`config.mk`:
```
export PLATFORM = sky130hd
export DESIGN_NAME = length_framed_printable_counter_unit
export DESIGN_NICKNAME = d
export VERILOG_FILES = /design/src/lfpc_pkg.sv /design/src/lfpc_ram.sv /design/src/lfpc_queue.sv /design/src/lfpc_front.sv /design/src/lfpc_back.sv /design/src/length_framed_printable_counter_unit.sv
export SDC_FILE = /design/constraint.sdc
export NUM_CORES = 2
export LEC_CHECK = 0
export ABC_AREA = 1
export ABC_CLOCK_PERIOD_IN_PS = 9400
export BUFFER_PORTS_ARGS = -buffer_cell sky130_fd_sc_hd__buf_2
export CAP_MARGIN = 40
export CORE_MARGIN = 4
export CORE_UTILIZATION = 55
export CTS_CLUSTER_SIZE = 20
export DETAILED_ROUTE_END_ITERATION = 10
export PLACE_DENSITY = 0.79
export RECOVER_POWER = 25
export SLEW_MARGIN = 20
export SYNTH_ARGS = -nofsm -noshare
export SYNTH_HDL_FRONTEND = slang
export SYNTH_SLANG_ARGS = --single-unit
```
`constraint.sdc`:
```
create_clock -name clk_i -period 9.4 [get_ports clk_i]
set_clock_uncertainty 0.2 [all_clocks]
set_input_delay 2.82 -clock clk_i [delete_from_list [all_inputs] [get_ports clk_i]]
set_output_delay 2.82 -clock clk_i [all_outputs]
set_load 0.005 [all_outputs]
```
`src/lfpc_pkg.sv`:
```
package lfpc_pkg;

  // Default width of the per-message count and of every histogram counter.
  localparam int COUNTER_WIDTH = 32;

  // Default number of entries in the queue between front and back.
  localparam int QUEUE_DEPTH = 2;

  // One histogram entry for each printable code.
  localparam int HIST_SIZE = 95;
  localparam int IDX_W = 7;
  localparam int VALUE_W = 32;

  localparam logic [7:0] PRINT_LOW = 8'd32;
  localparam logic [7:0] PRINT_HIGH = 8'd126;
  localparam logic [2:0] HEADER_LEN = 3'd4;

  localparam logic KIND_COUNT = 1'b0;
  localparam logic KIND_HIST = 1'b1;

  typedef enum logic [1:0] {
    CMD_BYTE  = 2'd0,
    CMD_ABORT = 2'd1,
    CMD_READ  = 2'd2
  } cmd_e;

  // Work handed from the front to the back. One item may both bump a
  // histogram entry and finish a message.
  typedef struct packed {
    logic               inc;   // increment histogram entry idx
    logic               rd;    // return histogram entry idx
    logic               emit;  // return val with kind
    logic               kind;
    logic [IDX_W-1:0]   idx;
    logic [VALUE_W-1:0] val;
  } entry_t;

  typedef struct packed {
    logic full;
    logic empty;
  } qstat_t;

endpackage

```
`src/lfpc_ram.sv`:
```
module lfpc_ram #(
  parameter int WIDTH = 32,
  parameter int DEPTH = 95
) (
  input  logic                     clk_i,
  input  logic                     we_i,
  input  logic [$clog2(DEPTH)-1:0] waddr_i,
  input  logic [WIDTH-1:0]         wdata_i,
  input  logic                     re_i,
  input  logic [$clog2(DEPTH)-1:0] raddr_i,
  output logic [WIDTH-1:0]         rdata_o
);

  logic [WIDTH-1:0] mem_q [DEPTH];
  logic [WIDTH-1:0] rdata_q;

  always_ff @(posedge clk_i) begin
    if (we_i) begin
      mem_q[waddr_i] <= wdata_i;
    end
    if (re_i) begin
      rdata_q <= mem_q[raddr_i];
    end
  end

  assign rdata_o = rdata_q;

endmodule

```
`src/lfpc_queue.sv`:
```
module lfpc_queue #(
  parameter int DEPTH = lfpc_pkg::QUEUE_DEPTH
) (
  input  logic              clk_i,
  input  logic              rst_ni,
  input  logic              push_i,
  input  lfpc_pkg::entry_t  push_data_i,
  input  logic              pop_i,
  output lfpc_pkg::entry_t  head_o,
  output lfpc_pkg::qstat_t  stat_o
);

  localparam int AW = (DEPTH > 1) ? $clog2(DEPTH) : 1;
  localparam int CW = $clog2(DEPTH + 1);

  lfpc_pkg::entry_t slot_q [DEPTH];
  logic [AW-1:0] wptr_q, wptr_d, rptr_q, rptr_d;
  logic [CW-1:0] cnt_q, cnt_d;

  always_comb begin
    wptr_d = wptr_q;
    rptr_d = rptr_q;
    cnt_d = cnt_q;
    if (push_i) begin
      wptr_d = (wptr_q == AW'(DEPTH - 1)) ? '0 : wptr_q + AW'(1);
    end
    if (pop_i) begin
      rptr_d = (rptr_q == AW'(DEPTH - 1)) ? '0 : rptr_q + AW'(1);
    end
    if (push_i && !pop_i) begin
      cnt_d = cnt_q + CW'(1);
    end else if (!push_i && pop_i) begin
      cnt_d = cnt_q - CW'(1);
    end
  end

  always_ff @(posedge clk_i or negedge rst_ni) begin
    if (!rst_ni) begin
      wptr_q <= '0;
      rptr_q <= '0;
      cnt_q <= '0;
    end else begin
      wptr_q <= wptr_d;
      rptr_q <= rptr_d;
      cnt_q <= cnt_d;
    end
  end

  always_ff @(posedge clk_i) begin
    if (push_i) begin
      slot_q[wptr_q] <= push_data_i;
    end
  end

  assign head_o = slot_q[rptr_q];
  assign stat_o.full = (cnt_q == CW'(DEPTH));
  assign stat_o.empty = (cnt_q == '0);

endmodule

```
`src/lfpc_front.sv`:
```
module lfpc_front #(
  parameter int COUNTER_WIDTH = lfpc_pkg::COUNTER_WIDTH
) (
  input  logic              clk_i,
  input  logic              rst_ni,
  input  logic              accept_i,
  input  logic [1:0]        command_i,
  input  logic [7:0]        data_byte_i,
  input  logic [6:0]        char_index_i,
  output logic              push_o,
  output lfpc_pkg::entry_t  entry_o
);

  logic [31:0] hdr_shift_q, hdr_shift_d;
  logic [2:0]  hdr_cnt_q, hdr_cnt_d;
  logic [31:0] remain_q, remain_d;
  logic [COUNTER_WIDTH-1:0] count_q, count_d;

  logic [31:0] shift_new;
  logic [2:0]  cnt_new;
  logic [31:0] remain_new;
  logic [COUNTER_WIDTH-1:0] count_new;
  logic printable;

  assign shift_new = {hdr_shift_q[23:0], data_byte_i};
  assign cnt_new = hdr_cnt_q + 3'd1;
  assign remain_new = remain_q - 32'd1;
  assign printable = (data_byte_i >= lfpc_pkg::PRINT_LOW) &&
                     (data_byte_i <= lfpc_pkg::PRINT_HIGH);
  assign count_new = count_q + COUNTER_WIDTH'(printable);

  always_comb begin
    hdr_shift_d = hdr_shift_q;
    hdr_cnt_d = hdr_cnt_q;
    remain_d = remain_q;
    count_d = count_q;
    push_o = 1'b0;
    entry_o = '0;
    if (accept_i) begin
      unique case (lfpc_pkg::cmd_e'(command_i))
        lfpc_pkg::CMD_BYTE: begin
          if (hdr_cnt_q != lfpc_pkg::HEADER_LEN) begin
            if (cnt_new == lfpc_pkg::HEADER_LEN) begin
              remain_d = shift_new;
              hdr_shift_d = '0;
              count_d = '0;
              if (shift_new == '0) begin
                // Empty message: its count is zero and known at once.
                hdr_cnt_d = '0;
                push_o = 1'b1;
                entry_o.emit = 1'b1;
                entry_o.kind = lfpc_pkg::KIND_COUNT;
              end else begin
                hdr_cnt_d = cnt_new;
              end
            end else begin
              hdr_shift_d = shift_new;
              hdr_cnt_d = cnt_new;
            end
          end else begin
            if (printable) begin
              push_o = 1'b1;
              entry_o.inc = 1'b1;
              entry_o.idx = lfpc_pkg::IDX_W'(data_byte_i - lfpc_pkg::PRINT_LOW);
            end
            if (remain_new == '0) begin
              push_o = 1'b1;
              entry_o.emit = 1'b1;
              entry_o.kind = lfpc_pkg::KIND_COUNT;
              entry_o.val = lfpc_pkg::VALUE_W'(count_new);
              hdr_shift_d = '0;
              hdr_cnt_d = '0;
              remain_d = '0;
              count_d = '0;
            end else begin
              remain_d = remain_new;
              count_d = count_new;
            end
          end
        end
        lfpc_pkg::CMD_ABORT: begin
          hdr_shift_d = '0;
          hdr_cnt_d = '0;
          remain_d = '0;
          count_d = '0;
        end
        lfpc_pkg::CMD_READ: begin
          push_o = 1'b1;
          entry_o.idx = char_index_i;
          if (char_index_i < lfpc_pkg::IDX_W'(lfpc_pkg::HIST_SIZE)) begin
            entry_o.rd = 1'b1;
          end else begin
            // Reads past the last entry return zero without touching memory.
            entry_o.emit = 1'b1;
            entry_o.kind = lfpc_pkg::KIND_HIST;
          end
        end
        default: begin
        end
      endcase
    end
  end

  always_ff @(posedge clk_i or negedge rst_ni) begin
    if (!rst_ni) begin
      hdr_shift_q <= '0;
      hdr_cnt_q <= '0;
      remain_q <= '0;
      count_q <= '0;
    end else begin
      hdr_shift_q <= hdr_shift_d;
      hdr_cnt_q <= hdr_cnt_d;
      remain_q <= remain_d;
      count_q <= count_d;
    end
  end

endmodule

```
`src/lfpc_back.sv`:
```
module lfpc_back #(
  parameter int COUNTER_WIDTH = lfpc_pkg::COUNTER_WIDTH
) (
  input  logic              clk_i,
  input  logic              rst_ni,
  input  lfpc_pkg::entry_t  head_i,
  input  lfpc_pkg::qstat_t  qstat_i,
  output logic              pop_o,
  output logic              out_valid_o,
  input  logic              out_ready_i,
  output logic              result_kind_o,
  output logic [31:0]       value_o
);

  localparam int HS = lfpc_pkg::HIST_SIZE;

  lfpc_pkg::entry_t s2_q;
  logic s2_vld_q;
  logic [HS-1:0] vld_q;
  logic fwd_vld_q;
  logic [lfpc_pkg::IDX_W-1:0] fwd_idx_q;
  logic [COUNTER_WIDTH-1:0] fwd_val_q;
  logic out_vld_q;
  logic out_kind_q;
  logic [31:0] out_val_q;

  logic [COUNTER_WIDTH-1:0] rdata, base, bumped;
  logic has_result, retire, advance, wr_en;

  lfpc_ram #(
    .WIDTH (COUNTER_WIDTH),
    .DEPTH (HS)
  ) u_hist (
    .clk_i   (clk_i),
    .we_i    (wr_en),
    .waddr_i (s2_q.idx),
    .wdata_i (bumped),
    .re_i    (pop_o),
    .raddr_i (head_i.idx),
    .rdata_o (rdata)
  );

  // The newest write wins over the memory, which returns old data when a
  // read and a write of one entry meet at the same edge.
  always_comb begin
    if (fwd_vld_q && (fwd_idx_q == s2_q.idx)) begin
      base = fwd_val_q;
    end else if ((s2_q.inc || s2_q.rd) && vld_q[s2_q.idx]) begin
      base = rdata;
    end else begin
      base = '0;
    end
  end

  assign bumped = base + COUNTER_WIDTH'(1);
  assign has_result = s2_q.emit || s2_q.rd;
  assign retire = s2_vld_q && (!has_result || !out_vld_q || out_ready_i);
  assign advance = !s2_vld_q || retire;
  assign pop_o = advance && !qstat_i.empty;
  assign wr_en = retire && s2_q.inc;

  always_ff @(posedge clk_i or negedge rst_ni) begin
    if (!rst_ni) begin
      s2_vld_q <= 1'b0;
      vld_q <= '0;
      fwd_vld_q <= 1'b0;
      out_vld_q <= 1'b0;
    end else begin
      if (pop_o) begin
        s2_vld_q <= 1'b1;
      end else if (retire) begin
        s2_vld_q <= 1'b0;
      end
      if (wr_en) begin
        vld_q[s2_q.idx] <= 1'b1;
        fwd_vld_q <= 1'b1;
      end
      if (retire && has_result) begin
        out_vld_q <= 1'b1;
      end else if (out_ready_i) begin
        out_vld_q <= 1'b0;
      end
    end
  end

  always_ff @(posedge clk_i) begin
    if (pop_o) begin
      s2_q <= head_i;
    end
    if (wr_en) begin
      fwd_idx_q <= s2_q.idx;
      fwd_val_q <= bumped;
    end
    if (retire && has_result) begin
      out_kind_q <= s2_q.rd ? lfpc_pkg::KIND_HIST : s2_q.kind;
      out_val_q <= s2_q.rd ? lfpc_pkg::VALUE_W'(base) : s2_q.val;
    end
  end

  assign out_valid_o = out_vld_q;
  assign result_kind_o = out_kind_q;
  assign value_o = out_val_q;

endmodule

```
`src/length_framed_printable_counter_unit.sv`:
```
// Length-framed printable byte counter. The input is a byte stream of frames, each a
// four-byte big-endian length followed by that many message bytes; for every message the
// block returns the number of bytes in the printable range 32 to 126 (result_kind 0), and
// a zero length returns a count of zero as soon as its header is complete. Bytes past the
// stated length start the next header and are never counted. A histogram of 95 counters,
// one for each printable code and wrapping at COUNTER_WIDTH bits, runs across messages and
// is cleared only by reset; a read command returns one entry (result_kind 1), and an index
// above 94 returns zero. An abort command drops the partial frame and keeps the histogram.
// Command 3 does nothing. One item is accepted every clock while the two-entry queue has
// room; an accepted item passes from the queue into the back's stage register, and its
// result is registered in the output register, where the receiver takes it. The front
// parses frames in the cycle an item arrives, and the back runs the histogram memory as
// a two-step read-modify-write with forwarding of the last write, so back-to-back
// updates of one counter need no stall. No clearing pass is needed after reset: a valid
// flag for each entry makes an unwritten counter read as zero.

module length_framed_printable_counter_unit #(
  parameter int COUNTER_WIDTH = lfpc_pkg::COUNTER_WIDTH,
  parameter int QUEUE_DEPTH = lfpc_pkg::QUEUE_DEPTH
) (
  input  logic        clk_i,
  input  logic        rst_ni,
  input  logic        in_valid_i,
  output logic        in_ready_o,
  input  logic [1:0]  command_i,
  input  logic [7:0]  data_byte_i,
  input  logic [6:0]  char_index_i,
  output logic        out_valid_o,
  input  logic        out_ready_i,
  output logic        result_kind_o,
  output logic [31:0] value_o
);

  logic in_accept;
  logic push;
  logic pop;
  lfpc_pkg::entry_t push_entry;
  lfpc_pkg::entry_t head;
  lfpc_pkg::qstat_t qstat;

  // The front never waits on the back except through the queue filling up.
  assign in_ready_o = !qstat.full;
  assign in_accept = in_valid_i && in_ready_o;

  lfpc_front #(
    .COUNTER_WIDTH (COUNTER_WIDTH)
  ) u_front (
    .clk_i        (clk_i),
    .rst_ni       (rst_ni),
    .accept_i     (in_accept),
    .command_i    (command_i),
    .data_byte_i  (data_byte_i),
    .char_index_i (char_index_i),
    .push_o       (push),
    .entry_o      (push_entry)
  );

  lfpc_queue #(
    .DEPTH (QUEUE_DEPTH)
  ) u_queue (
    .clk_i       (clk_i),
    .rst_ni      (rst_ni),
    .push_i      (push),
    .push_data_i (push_entry),
    .pop_i       (pop),
    .head_o      (head),
    .stat_o      (qstat)
  );

  lfpc_back #(
    .COUNTER_WIDTH (COUNTER_WIDTH)
  ) u_back (
    .clk_i         (clk_i),
    .rst_ni        (rst_ni),
    .head_i        (head),
    .qstat_i       (qstat),
    .pop_o         (pop),
    .out_valid_o   (out_valid_o),
    .out_ready_i   (out_ready_i),
    .result_kind_o (result_kind_o),
    .value_o       (value_o)
  );

`ifndef SYNTHESIS
  // The front only hands over work when the queue can take it.
  a_push_room: assert property (@(posedge clk_i) disable iff (!rst_ni)
    push |-> !qstat.full)
    else $error("push into a full queue");

  // The back only takes work that is there.
  a_pop_data: assert property (@(posedge clk_i) disable iff (!rst_ni)
    pop |-> !qstat.empty)
    else $error("pop from an empty queue");

  // An abort item produces no work for the back.
  a_abort_quiet: assert property (@(posedge clk_i) disable iff (!rst_ni)
    (in_accept && (command_i == lfpc_pkg::CMD_ABORT)) |-> !push)
    else $error("abort item queued work");
`endif

endmodule
```
==> results.md <==
- Status: finished with violations
- Failing checks: capacitance limit, slew limit
- Initial antenna violation count: 25
- WL/cell: 27.9 um
- Post-route setup TNS: 0 ns
- R2R Path End: u_back.u_hist.mem_q[29][25]
- Worst skew pair latency: 0.99 ns
- Post_cts resized: 0
- Die Footprint: 261000 sq um
- Final Non-Filler Cells: 14527
- DP Cell Count: 13894
- Core area: 251000 sq um
- Crit-path max cell delay: 2.01 ns
- Post-synthesis cell count: 10985
- Clk slew on worst S/H paths: 0.06 ns
- Post-CTS Hold Buffers: 0
- Largest family of logic cells by synthesized area: compound AO/OA/AOI/OAI gates
- Final setup vio count: 0
- WP data arrival: 7.79 ns
- GR Util met1: 39.4%
- Syn avg cell area: 12.7 sq um
- Clk sinks: 3466
- Dpl hpwl: 235 mm
- PortBufs: 55
- Initial Utilization: 55.3%
- Flops & latches, synth: 3466
- Die X: 511 um
- Via count: 96126
- Final #Nets: 10939
- Post-DRT Antenna Nets: 0
- Largest net degree at the start of global routing: 182
- Post-Synth Adder-Cell Area: 0.0900%
- Routed WL: 405 mm
- Mux contribution to synthesized area: 0.0144%
- Hold Fails Final Rpt: 0
- H-tree Lvls: 5
- Setup crit end kind: flop
- Post-Synth XOR/XNOR Area: 0.428%
- CP Max Fanout: 30
- Grt total ovfl: 0
- Synth Area in Simple Gates: 9.55%
- Worst r2r path cells: 18
- Yosys warning count: 0
- Fmax: 0.134 GHz
- Asr flop ratio synth: 5.57%
- Met2 Track Usage GR: 45.7%
- Crit-path cells: buf_2 -> inv_1 -> nand2_1 -> nor2_1 -> nor2_1 -> nand2_1 -> inv_1 -> nand4_1 -> clkbuf_1 -> nor2_1 -> clkbuf_1
- Sequential area share after synthesis: 74.2%
- Slowest cell on crit path: clkbuf_1
- Worst setup path start: out_ready_i
- DP Worst Slack: 2.84 ns
- Layout cells sized above 1: 8.62%
- Minimum clock period: 7.49 ns
- Slew @ Worst Pin: 3.46 ns
- Max_cap viols: 47
- RD Place Congestion: 0.974
- Max clock buf depth: 4
- Met3 Use GR: 8.15%
- Kind of critical path: primary input to flop
- Busiest layer in global routing: met2
- EDFF count, synth: 3273
- Ys flop type: edfxtp_1
- Worst VDD drop: 0.320 mV
- Hold path cells: 2
- DR DRC count: 0
- Rel. slew slack: -131%
- Drt via density: 6.62
- Filler Cell Count: 17594
- Synth Area in Compound Gates: 12.7%
- # IOs: 56
- Height of the die: 511 um
- RSZ-0062 raised after global routing: false
- Max-slew violation count: 1441
- FP Rows: 184
- Worst Hold Endpoint: u_back.vld_q[43]
- Pwr per Cell Area: 342 nW/um^2
- First-pass GRT wire length: 589 mm
- Util after Layout: 61.8%
- FF-to-FF Start: u_back.s2_q[32]
- Syn Nets: 11016
- Vias in the first global route: 92429
- Worst endpoint required time: 9.71 ns
- P&R area growth vs syn: 11.9%
- TritonCTS clock tree: built
- Post-CTS setup buffer count: 0
- Router iterations before antenna repair: 9
- Hold Path Class: flop to flop
- Synth cell types: 52
- Buf+Inv Stages, Crit Path: 5
- CP top delay family: buffers and inverters
- All-Layer GR Usage: 30.0%
- Post-synthesis cell area: 139000 sq um
- CP Launch Type: primary input
- Worst min-delay path startpoint: u_back.vld_q[43]
- Final Cycle Share: 79.7%
- 1st-iter DRT viols: 16330
- CTS buffer count: 343
- Most common cell on crit path: nor2_1
- Reg-to-reg setup timing slack: 2.00 ns
- Final worst slack: 1.91 ns
- Root Driver: clkbuf_16
- LEAKAGE: 0.0512 uW
-- state kept, by name, summed over array words and instances, names as in the netlist, 32 cells and up --
register and count:
u_back.u_hist.mem_q 3040, u_back.vld_q 95, u_queue.slot_q 86, u_back.s2_q 43, u_back.fwd_val_q 32, u_back.u_hist.rdata_o 32
u_back.value_o 32, u_front.count_q 32, u_front.remain_q 32
-- metrics by stage --
stage	cell area (sq um)	total power, uW	hold WS [ns]
3_5_place_dp	145000	39000	0.249
4_1_cts	156000	52400	0.263
6_report	155000	53200	0.262
3_3_place_gp	143000	38200	0.239
2_1_floorplan	139000	31100	0.221
5_1_grt	155000	54700	0.275
-- layer usage --
| layer | up-vias | share of wire, % |
|---|---|---|
| met5 | - | 0.075 |
| met4 | 14 | 6.2 |
| met3 | 1280 | 14 |
| met2 | 7619 | 45 |
| met1 | 46925 | 35 |
| li1 | 40288 | - |
-- synthesized netlist by cell type (3+ instances only) --
| library cell | n | share of area, % |
|---|---|---|
| a211oi_1 | 18 | 0.097 |
| a21oi_1 | 31 | 0.11 |
| a31oi_1 | 22 | 0.099 |
| buf_1 | 14 | 0.038 |
| buf_2 | 128 | 0.46 |
| buf_4 | 14 | 0.076 |
| buf_6 | 17 | 0.14 |
| clkbuf_1 | 593 | 1.6 |
| clkinv_1 | 5 | 0.014 |
| dfrtp_1 | 193 | 3.5 |
| edfxtp_1 | 3273 | 71 |
| ha_1 | 10 | 0.090 |
| inv_1 | 240 | 0.65 |
| inv_2 | 8 | 0.022 |
| nand2_1 | 786 | 2.1 |
| nand2_2 | 17 | 0.077 |
| nand3_1 | 238 | 0.86 |
| nand3_2 | 14 | 0.10 |
| nand3b_1 | 5 | 0.027 |
| nand4_1 | 23 | 0.10 |
| nor2_1 | 2092 | 5.7 |
| nor2_2 | 48 | 0.22 |
| nor2_4 | 8 | 0.065 |
| nor3_1 | 23 | 0.083 |
| nor4_1 | 13 | 0.059 |
| o2111ai_1 | 11 | 0.069 |
| o211ai_1 | 129 | 0.70 |
| o21ai_0 | 1959 | 7.1 |
| o21ai_1 | 7 | 0.025 |
| o21ai_2 | 28 | 0.18 |
| o221ai_1 | 137 | 0.86 |
| o22ai_1 | 739 | 3.3 |
| o311ai_0 | 3 | 0.019 |
| o31ai_1 | 22 | 0.12 |
| or2_2 | 31 | 0.14 |
| xnor2_1 | 14 | 0.088 |
| xor2_1 | 52 | 0.33 |
-- worst max path at each step --
stage / to / depth (start not counted) / slack [ns]
after floorplan: u_back.u_hist.mem_q[10][0] / 10 / 2.26
after global placement: u_back.u_hist.mem_q[44][23] / 9 / 2.53
after detailed placement: u_front.count_q[28] / 19 / 2.84
after CTS: u_back.u_hist.mem_q[29][25] / 18 / 3.48
after global routing: u_back.u_hist.mem_q[29][25] / 18 / 1.54
final: u_back.u_hist.mem_q[85][26] / 11 / 1.91
-- worst min-delay path, stage by stage, from the launching register on --
cell	delay, ns
dfrtp_1	0.33
inv_1	0.04
o21ai_0	0.06
-- placed cells by master (no fill, tap or decap), types with 31 or more instances in the layout --
cell type,n
buf_4,120
nor2_2,42
edfxtp_1,3273
inv_1,238
or2_2,31
dfrtp_1,193
o221ai_1,137
nand3_1,240
clkbuf_1,144
buf_12,63
buf_16,44
o211ai_1,129
nor2_4,58
nor2_1,2048
a21oi_1,31
nand2_1,767
o22ai_1,739
clkbuf_16,349
bufinv_16,34
xor2_1,43
clkinv_1,68
o21ai_0,1979
clkinv_2,63
-- cells by family after synthesis --
group                      Yosys count
AOI/OAI and AO/OA                 3115
xor gates and xnor gates            67
adders and majority gates           10
buffers and inverters             1021
DFF                               3466
muxes                                2
and+or+nand+nor                   3304
-- report_power, final --
part	switching, uW	internal, uW
Combinational	14800	3810
Clock	5670	7810
Sequential	402	20600
-- layout make-up --
cell class | instances | area [sq um] | area share [%]
diodes | 16 | 40.0 | 0.0258
clock inverters | 179 | 1730 | 1.11
inverters | 255 | 996 | 0.641
well taps | 3348 | 4190 | 2.69
flip-flops and latches | 3466 | 103000 | 66.3
clock buffers | 421 | 9130 | 5.87
multi-input cells | 6498 | 32400 | 20.8
repair buffers | 344 | 3900 | 2.51
Power figures use the tool's default switching activity.
